`src/mcht_pkg.sv`:
```
// mcht_pkg: shared types, constants and command/status codes for the hull block
// no dependencies
package mcht_pkg;

  localparam int DEF_HULL_DEPTH = 64;

  typedef enum logic [1:0] {
    CMD_ADD_BACK  = 2'd0,
    CMD_ADD_FRONT = 2'd1,
    CMD_QRY_INC   = 2'd2,
    CMD_QRY_DEC   = 2'd3
  } cmd_t;

  typedef enum logic [1:0] {
    ST_OK       = 2'd0,
    ST_EMPTY    = 2'd1,
    ST_FULL     = 2'd2,
    ST_ORDER    = 2'd3
  } status_t;

  // classified item handed from front to back
  typedef struct packed {
    cmd_t               cmd;
    logic signed [32:0] a;
    logic signed [62:0] b;
    logic signed [31:0] x;
    logic               neg;
  } item_t;

  typedef struct packed {
    logic signed [63:0] value;
    status_t            status;
  } result_t;

  typedef enum logic [3:0] {
    S_IDLE,
    S_CHK_RD,
    S_CHK,
    S_POP_RD,
    S_POP_MUL,
    S_POP_LO,
    S_POP_HI,
    S_POP_CMP,
    S_WRITE,
    S_Q_RD,
    S_Q_MUL,
    S_Q_CMP,
    S_DONE
  } state_t;

endpackage

```
`src/mcht_front.sv`:
```
// mcht_front: input acceptance, mode resolution and a two-entry queue
// depends on mcht_pkg
module mcht_front (
  input  logic                  clk,
  input  logic                  rst_n,
  input  logic                  in_tvalid,
  output logic                  in_tready,
  input  logic [1:0]            in_cmd,
  input  logic [31:0]           in_slope,
  input  logic [61:0]           in_intercept,
  input  logic [31:0]           in_query_x,
  input  logic                  minimize,
  output logic                  q_valid,
  input  logic                  q_ready,
  output mcht_pkg::item_t       q_item
);
  import mcht_pkg::*;

  item_t ent_r [2];
  logic [1:0] cnt_r, cnt_nxt;
  item_t cls;
  logic push, pop;

  // minimize mode negates the line and swaps the add end
  always_comb begin
    cls.neg = minimize;
    cls.x   = $signed(in_query_x);
    cls.a   = minimize ? -$signed({in_slope[31], in_slope})
                       : $signed({in_slope[31], in_slope});
    cls.b   = minimize ? -$signed({in_intercept[61], in_intercept})
                       : $signed({in_intercept[61], in_intercept});
    cls.cmd = cmd_t'(in_cmd);
    if (minimize && in_cmd == CMD_ADD_BACK) begin
      cls.cmd = CMD_ADD_FRONT;
    end else if (minimize && in_cmd == CMD_ADD_FRONT) begin
      cls.cmd = CMD_ADD_BACK;
    end
  end

  assign in_tready = (cnt_r != 2'd2);
  assign push      = in_tvalid && in_tready;
  assign q_valid   = (cnt_r != 2'd0);
  assign pop       = q_valid && q_ready;
  assign q_item    = ent_r[0];

  always_comb begin
    cnt_nxt = cnt_r + {1'b0, push} - {1'b0, pop};
  end

  always_ff @(posedge clk) begin
    if (!rst_n) begin
      cnt_r <= 2'd0;
    end else begin
      cnt_r <= cnt_nxt;
    end
  end

  // a push with a pop only happens with one entry held, so it lands in slot 0
  always_ff @(posedge clk) begin
    if (pop) begin
      ent_r[0] <= push ? cls : ent_r[1];
    end else if (push) begin
      if (cnt_r == 2'd0) ent_r[0] <= cls;
      else ent_r[1] <= cls;
    end
  end
endmodule

```
`config.mk`:
```
export PLATFORM = sky130hd
export DESIGN_NAME = mcht_front
export DESIGN_NICKNAME = d
export VERILOG_FILES = /design/src/mcht_pkg.sv /design/src/mcht_front.sv
export SDC_FILE = /design/constraint.sdc
export NUM_CORES = 1
export LEC_CHECK = 0
export BUFFER_PORTS_ARGS = -buffer_cell sky130_fd_sc_hd__buf_4
export CAP_MARGIN = 20
export CORE_ASPECT_RATIO = 1.25
export CORE_MARGIN = 10
export CORE_UTILIZATION = 50
export DETAILED_ROUTE_END_ITERATION = 10
export GPL_TIMING_DRIVEN = 1
export PLACE_DENSITY = 0.74
export RECOVER_POWER = 25
export SYNTH_ARGS = -nofsm -noshare
export SYNTH_HDL_FRONTEND = slang
export SYNTH_SLANG_ARGS = --single-unit
```
`constraint.sdc`:
```
create_clock -name clk -period 14.1 [get_ports clk]
set_input_delay 1.41 -clock clk [delete_from_list [all_inputs] [get_ports clk]]
set_output_delay 1.41 -clock clk [all_outputs]
set_load 0.02 [all_outputs]
```
# After elaboration in Yosys (flattened, before gate mapping)
# Memory sizes are Yosys's and may differ from the RTL's.
# Cells that the tools add are included.
word_totals:
  reg_bits: 2
  ramBits: 262
  elab_cells: 36
  memories: 1
classes:
  n_addsub: 4
  n_eq_ne: 2
  muxes: 19
  n_bitwise: 1
  reduce_logical: 8
mem_list:
  columns: ["name", "words", "width", "rd", "rd_ports_with_merged_regs", "write_ports", "line_no", "text"]
  rows:
  - ["ent_r", 2, 131, 2, 0, 1, "mcht_front.sv:19", "item_t ent_r [2];"]
ops:
  columns: ["cell", "n"]
  rows:
  - ["$mux 131", 3]
  - ["$reduce_or 131->1", 1]
  - ["$mux 63", 1]
  - ["$neg 62->63", 1]
  - ["$mux 33", 1]
  - ["$neg 32->33", 1]
  - ["$mux 1", 12]
  - ["$logic_and 1x1->1", 4]
  - ["$logic_not 2->1", 2]
  - ["$mux 2", 2]
  - ["$add 2x1->2", 1]
  - ["$eq 2x1->1 const B", 1]
  - ["$ne 2x2->1 const B", 1]
  - ["$reduce_bool 2->1", 1]
  - ["$sub 2x1->2", 1]
  - ["$or 1x1->1", 1]

# Longest topological paths before layout
# Gate-level depths: netlist of the first run.
depth:
  word_depth: 7
  depth_mapped: 10

# Worst setup path before layout of the first run
# Ideal clock, no wire load.
synth_timing:
  path_kind: "in2reg"
  start: "input port in_tvalid"
  end: "memory ent_r[0][0] in the netlist's numbering, enable pin"
  setup_ns: 0.649
  t_arrival_ns: 8.075
  required_time_ns: 13.451
  setup_slack_ns: 5.377
  stages: 4
  path_buffers: 2
  cell_sequence: "nand2_1 -> clkbuf_1 -> clkbuf_1 -> o21bai_1"
synth_via:
  elab_chain_len: 6
  elab_cells_between_ends: 11
  classes_between: "mux (8); bitwise (1); reduce/logical (2)"
synth_rtl:
  columns: ["element", "line_no", "text"]
  rows:
  - ["from (decl)", "mcht_front.sv:6", "input logic in_tvalid,"]
  - ["$logic_and 1x1->1 (*)", "mcht_front.sv:41", "assign push = in_tvalid && in_tready;"]
  - ["$mux 1", "mcht_front.sv:62", "end else if (push) begin"]
  - ["$mux 1", "mcht_front.sv:60", "if (pop) begin"]
  - ["$mux 1 (on tied branches)", "mcht_front.sv:64, mcht_front.sv:63", null]
  - ["$reduce_or 131->1 (no line) / $or 1x1->1 (equally long branches)", null, null]
  - ["$mux 1 (no line)", null, null]
  - ["to (decl)", "mcht_front.sv:19", null]
# Every way passes the cells marked *; elsewhere a longest branch is shown, timed or not.

==> flow_metrics.env, run 1 <==
export IMPL_yosysUniqueCellTypes=47
export IMPL_synth_area_leaders="edfxtp_1, mux2_2, buf_4"
export IMPL_violations="max-capacitance violations, max-slew violations"
export IMPL_setup_tns_ns=0
export IMPL_wl_per_cell_um=21.2
export IMPL_ios=266
export IMPL_power_density_nw_per_um2=176
export IMPL_grt_pass1_vias=7542
export IMPL_hold_viol=0
export IMPL_cap_violations=3
export IMPL_antenna_found_initial=2
export IMPL_place_hpwl_um=19800
export IMPL_gp_congestion=0.817
export IMPL_overflow=0
export IMPL_synth_area_per_cell_um2=14.8
export IMPL_grt_pass1_wl_um=43200
export IMPL_syn_nets=993
export IMPL_worst_path_max_delay_cell="clkbuf_1"
export IMPL_cts_clk_slew_worst_paths_ns=0.07
export IMPL_cts_tree="built"
export IMPL_ys_flop_type="edfxtp_1"
export IMPL_crit_chain="clkbuf_1 -> o21ai_0 -> xnor2_1 -> mux2_2"
export IMPL_grt_max_degree=102
export IMPL_finClkSkew_ns=0.0145
export IMPL_power_leakage_nw=5.15
export IMPL_end_kind="flip-flop"
export IMPL_crit_type="input pin to flip-flop"
export IMPL_wl_um=28600
export IMPL_cts_max_path_buffers=3
export IMPL_core_area_um2=25100
export IMPL_numPortBuffers=265
export IMPL_hold_class="flip-flop to flip-flop"
export IMPL_finalSetupViolCount=0
export IMPL_synth_area_um2=12700
export IMPL_root_buffer="clkbuf_16"
export IMPL_final_util=0.590
export IMPL_synth_top_cell_area_share=0.620
export IMPL_n_fill_cell=2020
export IMPL_rows=65
export IMPL_final_antenna_net_count=0
export IMPL_cts_sink_count=264
export IMPL_drv_slew=237
export IMPL_required_ns=14.38
export IMPL_syn_inst=856
export IMPL_slowest_delay_ns=3.14
export IMPL_synth_seq_cells=264
export IMPL_area_growth_pct=16.9
export IMPL_track_usage=0.168
export IMPL_hold_ws_ns=0.543
export IMPL_drt_iter0_drc=428
export IMPL_drt_vias_per_instance=5.36
export IMPL_cts_resized=0
export IMPL_drc=0
export IMPL_dieArea_um2=32200
export IMPL_arrival_ns=5.94
export IMPL_cts_setup_buffers=0
export IMPL_drive_gt1_frac=0.415
export IMPL_ys_seq_area_frac=0.623
export IMPL_ir_drop_v=0.000104
export IMPL_numCtsBuffers=27
export IMPL_max_slew_worst_pin_slew_ns=4.58
export IMPL_synth_edf_count=262
export IMPL_final_cell_mix="edfxtp_1, buf_4, mux2_2"
export IMPL_worstPathMaxFanout=101
export IMPL_postCtsHoldBufs=0
export IMPL_ys_warn_count=0
export IMPL_layout_min_cycle_time_ns=5.66
export IMPL_max_slew_margin=-2.05
export IMPL_die_x_um=162
export IMPL_rsz0062_at_grt="false"
export IMPL_first_pass_iters=5
export IMPL_h_tree_depth=1
export IMPL_min_period_over_period=0.401
export IMPL_die_h_um=198
export IMPL_synth_top_area_cell="edfxtp_1"
export IMPL_final_common_cell="edfxtp_1"
export IMPL_clock_fmax_mhz=177
export IMPL_status="finished, violations left"
export IMPL_clk_latency_ns=0.53
export IMPL_worstSetupStartpointType="input pin"
export IMPL_initial_utilization=0.505
export IMPL_synthArstFlopShare=0
export IMPL_finalNetCount=1132
export IMPL_num_vias=7240
through the flow:
step / std cells / power, mW / worst slack [ns] / area [um2]
2_1_floorplan: 856 / 1.74 / 5.38 / 12700
3_3_place_gp: 1301 / 1.88 / 9.94 / 14100
3_5_place_dp: 1301 / 1.88 / 9.90 / 14100
4_1_cts: 1350 / 2.66 / 10.36 / 15000
5_1_grt: 1351 / 2.72 / 7.92 / 14800
6_report: 1351 / 2.61 / 8.44 / 14800
report_power, final:
part | switching [mW] | internal, mW | leakage (nW)
sequential | 0.0503 | 1.10 | 2.47
clock | 0.306 | 0.464 | 0.453
combinational | 0.426 | 0.262 | 2.23
cell usage after synthesis, types with 4 or more instances:
cell,n
o31ai_1,24
xnor2_1,89
mux2_2,129
or2_2,8
buf_1,7
o21ai_0,30
o41ai_1,13
nand2b_1,9
or3_1,12
o41ai_2,5
nor2_1,11
clkbuf_1,20
nor4_1,6
nand2_1,28
edfxtp_1,262
nand4_1,4
or4_1,15
buf_4,131
ha_1,4
inv_1,7
xor2_1,4
routing by layer:
metal	vias up	routed length, um	track usage	part of all wire
li1	3369	-	-	-
met4	2	820	0.0580	0.029
met3	49	1920	0.0395	0.067
met5	-	13	0	0.00045
met1	3582	11600	0.211	0.41
met2	238	14200	0.279	0.50
logic make-up (layout without fill, tap and decap cells):
family / count (synthesis) / in the layout / synth area share
buffers and inverters: 166 / 325 / 0.0880
XOR/XNOR: 93 / 93 / 0.0642
AND/OR/NAND/NOR: 116 / 116 / 0.0560
other: 0 / 1 / 0
AO/OA/AOI/OAI: 84 / 84 / 0.0503
flip-flops: 264 / 264 / 0.623
adder cells (fa/ha/maj): 4 / 4 / 0.00394
multiplexers: 129 / 129 / 0.114
sequential cells by signal (all words and copies together) (netlist names):
signal,count
ent_r,262
cnt_r,2
worst max-delay path, delay by kind of cell:
| family | cells | cell delay (ns) |
|---|---|---|
| buffers and inverters | 1 | 3.14 |
| multiplexers | 1 | 0.28 |
| AO/OA/AOI/OAI | 1 | 0.67 |
| XOR/XNOR | 1 | 0.35 |
cell type report:
class | count | area (um2) | area share
Antenna cell | 1 | 2.50 | 0.000169
Clock buffer | 28 | 679 | 0.0458
Clock inverter | 21 | 285 | 0.0192
Inverter | 7 | 26.3 | 0.00177
Multi-Input combinational cell | 426 | 3680 | 0.248
Sequential cell | 264 | 7910 | 0.533
Tap cell | 335 | 419 | 0.0283
Timing Repair Buffer | 269 | 1840 | 0.124
path summary, 6_finish.rpt:
| path | end | startpoint | slack, ns | cells after the start |
|---|---|---|---|---|
| setup / recovery | ent_r[0][75] | minimize | 8.44 | 4 |
| hold / removal | ent_r[0][0] | ent_r[0][131] | 0.54 | 1 |
| setup reg to reg | ent_r[0][83] | cnt_r[0] | 9.31 | 4 |
| hold reg to reg | ent_r[0][0] | ent_r[0][131] | 0.54 | 1 |
Note: power is estimated with default switching activity, not from simulation.
==> inputs of run 2 (changes only) <==
clock period = 5.9 ns   (was 14.1 ns; I/O delays follow)
==> run 2 against run 1 <==
- cell count is 0.15% higher
- cell area is 2.1% lower
- clock skew is 0.0054 ns lower
- via count is 0.11% higher
- non-clock buffer count is 1 higher
- first-iteration DRC count is 14% lower
- largest cell class unchanged
- combinational power is 110% higher
- critical endpoint is now ent_r[0][7]
- worst hold slack worse by 0.27 ns
- count of clock-buffer cells in the layout is 4 higher
- the flow now finishes without violations
- critical path depth stayed put
- register-to-register slack worse by 6.3 ns
- setup slack worse by 5.4 ns
- critical path type is now flip-flop to flip-flop
==> flow_metrics.env, run 2 (synthesis gave the netlist of run 1 again) <==
export IMPL_core_area_um2=25100
export IMPL_numPortBuffers=265
export IMPL_clock_power_share=0.297
export IMPL_min_period_over_period=0.493
export IMPL_ir_drop_v=0.000266
export IMPL_final_common_cell="edfxtp_1"
export IMPL_rsz0062_at_grt="false"
export IMPL_crit_chain="nand2b_1 -> nand2_4 -> buf_4 -> mux2_2"
export IMPL_layout_min_cycle_time_ns=2.91
export IMPL_grt_use_met1=0.211
export IMPL_clock_fmax_mhz=344
export IMPL_root_buffer="clkbuf_16"
export IMPL_p_int_mw=4.16
export IMPL_grt_use_met2=0.281
export IMPL_drv_slew=0
export IMPL_final_cell_area_um2=14500
export IMPL_area_growth_pct=14.5
export IMPL_setup_tns_ns=0
export IMPL_cts_setup_buffers=0
export IMPL_reg_largest_list="ent_r: 262 flops, cnt_r: 2 flops"
export IMPL_power_switching_mw=1.84
export IMPL_place_hpwl_um=19700
export IMPL_final_util=0.578
export IMPL_status="finished, final reports clean"
export IMPL_overflow=0
export IMPL_final_cell_mix="edfxtp_1, clkbuf_1, mux2_2"
export IMPL_worstSetupStartpointType="flip-flop"
export IMPL_required_ns=6.17
export IMPL_drt_iter0_drc=369
export IMPL_cts_tree="built"
export IMPL_hold_class="input pin to flip-flop"
export IMPL_antenna_found_initial=0
export IMPL_cts_max_path_buffers=3
export IMPL_seq_power_share=0.458
export IMPL_numCtsBuffers=28
export IMPL_finClkSkew_ns=0.00908
export IMPL_drt_vias_per_instance=5.36
export IMPL_p_sw_frac=0.307
export IMPL_n_fill_cell=2139
export IMPL_first_pass_iters=5
export IMPL_die_h_um=198
export IMPL_power_density_nw_per_um2=413
export IMPL_dieArea_um2=32200
export IMPL_comb_power_share=0.245
export IMPL_initial_utilization=0.505
export IMPL_dpl_worst_slack_ns=2.55
export IMPL_grt_busiest_layer="met2"
export IMPL_wl_per_cell_um=20.9
export IMPL_grtUsageMet3=0.0420
export IMPL_track_usage=0.169
export IMPL_worstPathMaxFanout=69
export IMPL_crit_type="flip-flop to flip-flop"
export IMPL_slowest_delay_ns=0.84
export IMPL_hold_ws_ns=0.273
export IMPL_die_x_um=162
export IMPL_ios=266
export IMPL_power_leakage_nw=4.86
export IMPL_worst_path_max_delay_cell="buf_4"
export IMPL_cts_sink_count=264
export IMPL_max_slew_worst_pin_slew_ns=1.05
export IMPL_num_vias=7248
export IMPL_rows=65
export IMPL_clk_latency_ns=0.52
export IMPL_regMostFlops="ent_r"
export IMPL_finalSetupViolCount=0
export IMPL_arrival_ns=3.18
export IMPL_max_slew_margin=0.300
export IMPL_largest_reg_flops=262
export IMPL_cts_clk_slew_worst_paths_ns=0.06
export IMPL_final_antenna_net_count=0
export IMPL_grt_pass1_vias=7634
export IMPL_grt_pass1_wl_um=43500
export IMPL_diodes=0
export IMPL_wl_um=28200
export IMPL_fin_ws_ns=2.99
export IMPL_grt_max_degree=81
export IMPL_gp_congestion=0.836
export IMPL_finalNetCount=1134
export IMPL_dpl_cell_area_um2=14100
export IMPL_cts_resized=0
export IMPL_postCtsHoldBufs=0
export IMPL_hold_viol=0
export IMPL_h_tree_depth=1
export IMPL_cap_violations=0
export IMPL_drc=0
export IMPL_end_kind="flip-flop"
export IMPL_drive_gt1_frac=0.332
## run 2: cell types whose count changed in the layout (fill, tap and decap cells not counted), moves of 3 or more
cell,before,now
clkinv_2,3,6
clkinv_1,2,5
buf_4,199,114
clkinvlp_4,6,2
clkbuf_1,50,135
## run 2: cell type report
| cell class | instances | area (um2) | share of cell area |
|---|---|---|---|
| inverters | 7 | 26.3 | 0.00181 |
| flip-flops and latches | 264 | 7910 | 0.544 |
| clock inverters | 19 | 204 | 0.0140 |
| well taps | 335 | 419 | 0.0289 |
| multi-input cells | 426 | 3690 | 0.254 |
| repair buffers | 270 | 1540 | 0.106 |
| clock buffers | 32 | 737 | 0.0507 |
## run 2: power groups by stage
stage | Sequential, mW | Combinational (mW) | Clock (mW)
floorplan | 2.79 | 1.32 | 0
global placement | 2.79 | 1.70 | 0
detailed placement | 2.79 | 1.71 | 0
CTS | 2.76 | 1.72 | 1.83
global route | 2.78 | 1.59 | 1.91
finish | 2.75 | 1.47 | 1.78
## run 2: per-layer routing
layer  wire length [um]  part of all wire
met3               1930             0.068
met5                  0                 0
met1              11500              0.41
met4                731             0.026
met2              14100              0.50
## run 2: metrics by stage
step	power (mW)	std cells
floorplan	4.11	856
global placement	4.48	1302
detailed placement	4.51	1302
CTS	6.30	1353
global route	6.27	1353
finish	6.00	1353
## run 2: path summary, 6_finish.rpt
path	start	endpoint	slack, ns	cells after the start
max	cnt_r[0]	ent_r[0][7]	2.99	4
min	in_query_x[2]	ent_r[0][134]	0.27	1
max reg2reg	cnt_r[0]	ent_r[0][7]	2.99	4
min reg2reg	ent_r[0][164]	ent_r[0][33]	0.52	2
## run 2: critical path: cells and delay by family, from the launching register on
| family | cells | cell delay, ns |
|---|---|---|
| muxes | 1 | 0.42 |
| buffers and inverters | 1 | 0.84 |
| DFF | 1 | 0.33 |
| and+or+nand+nor | 2 | 0.95 |
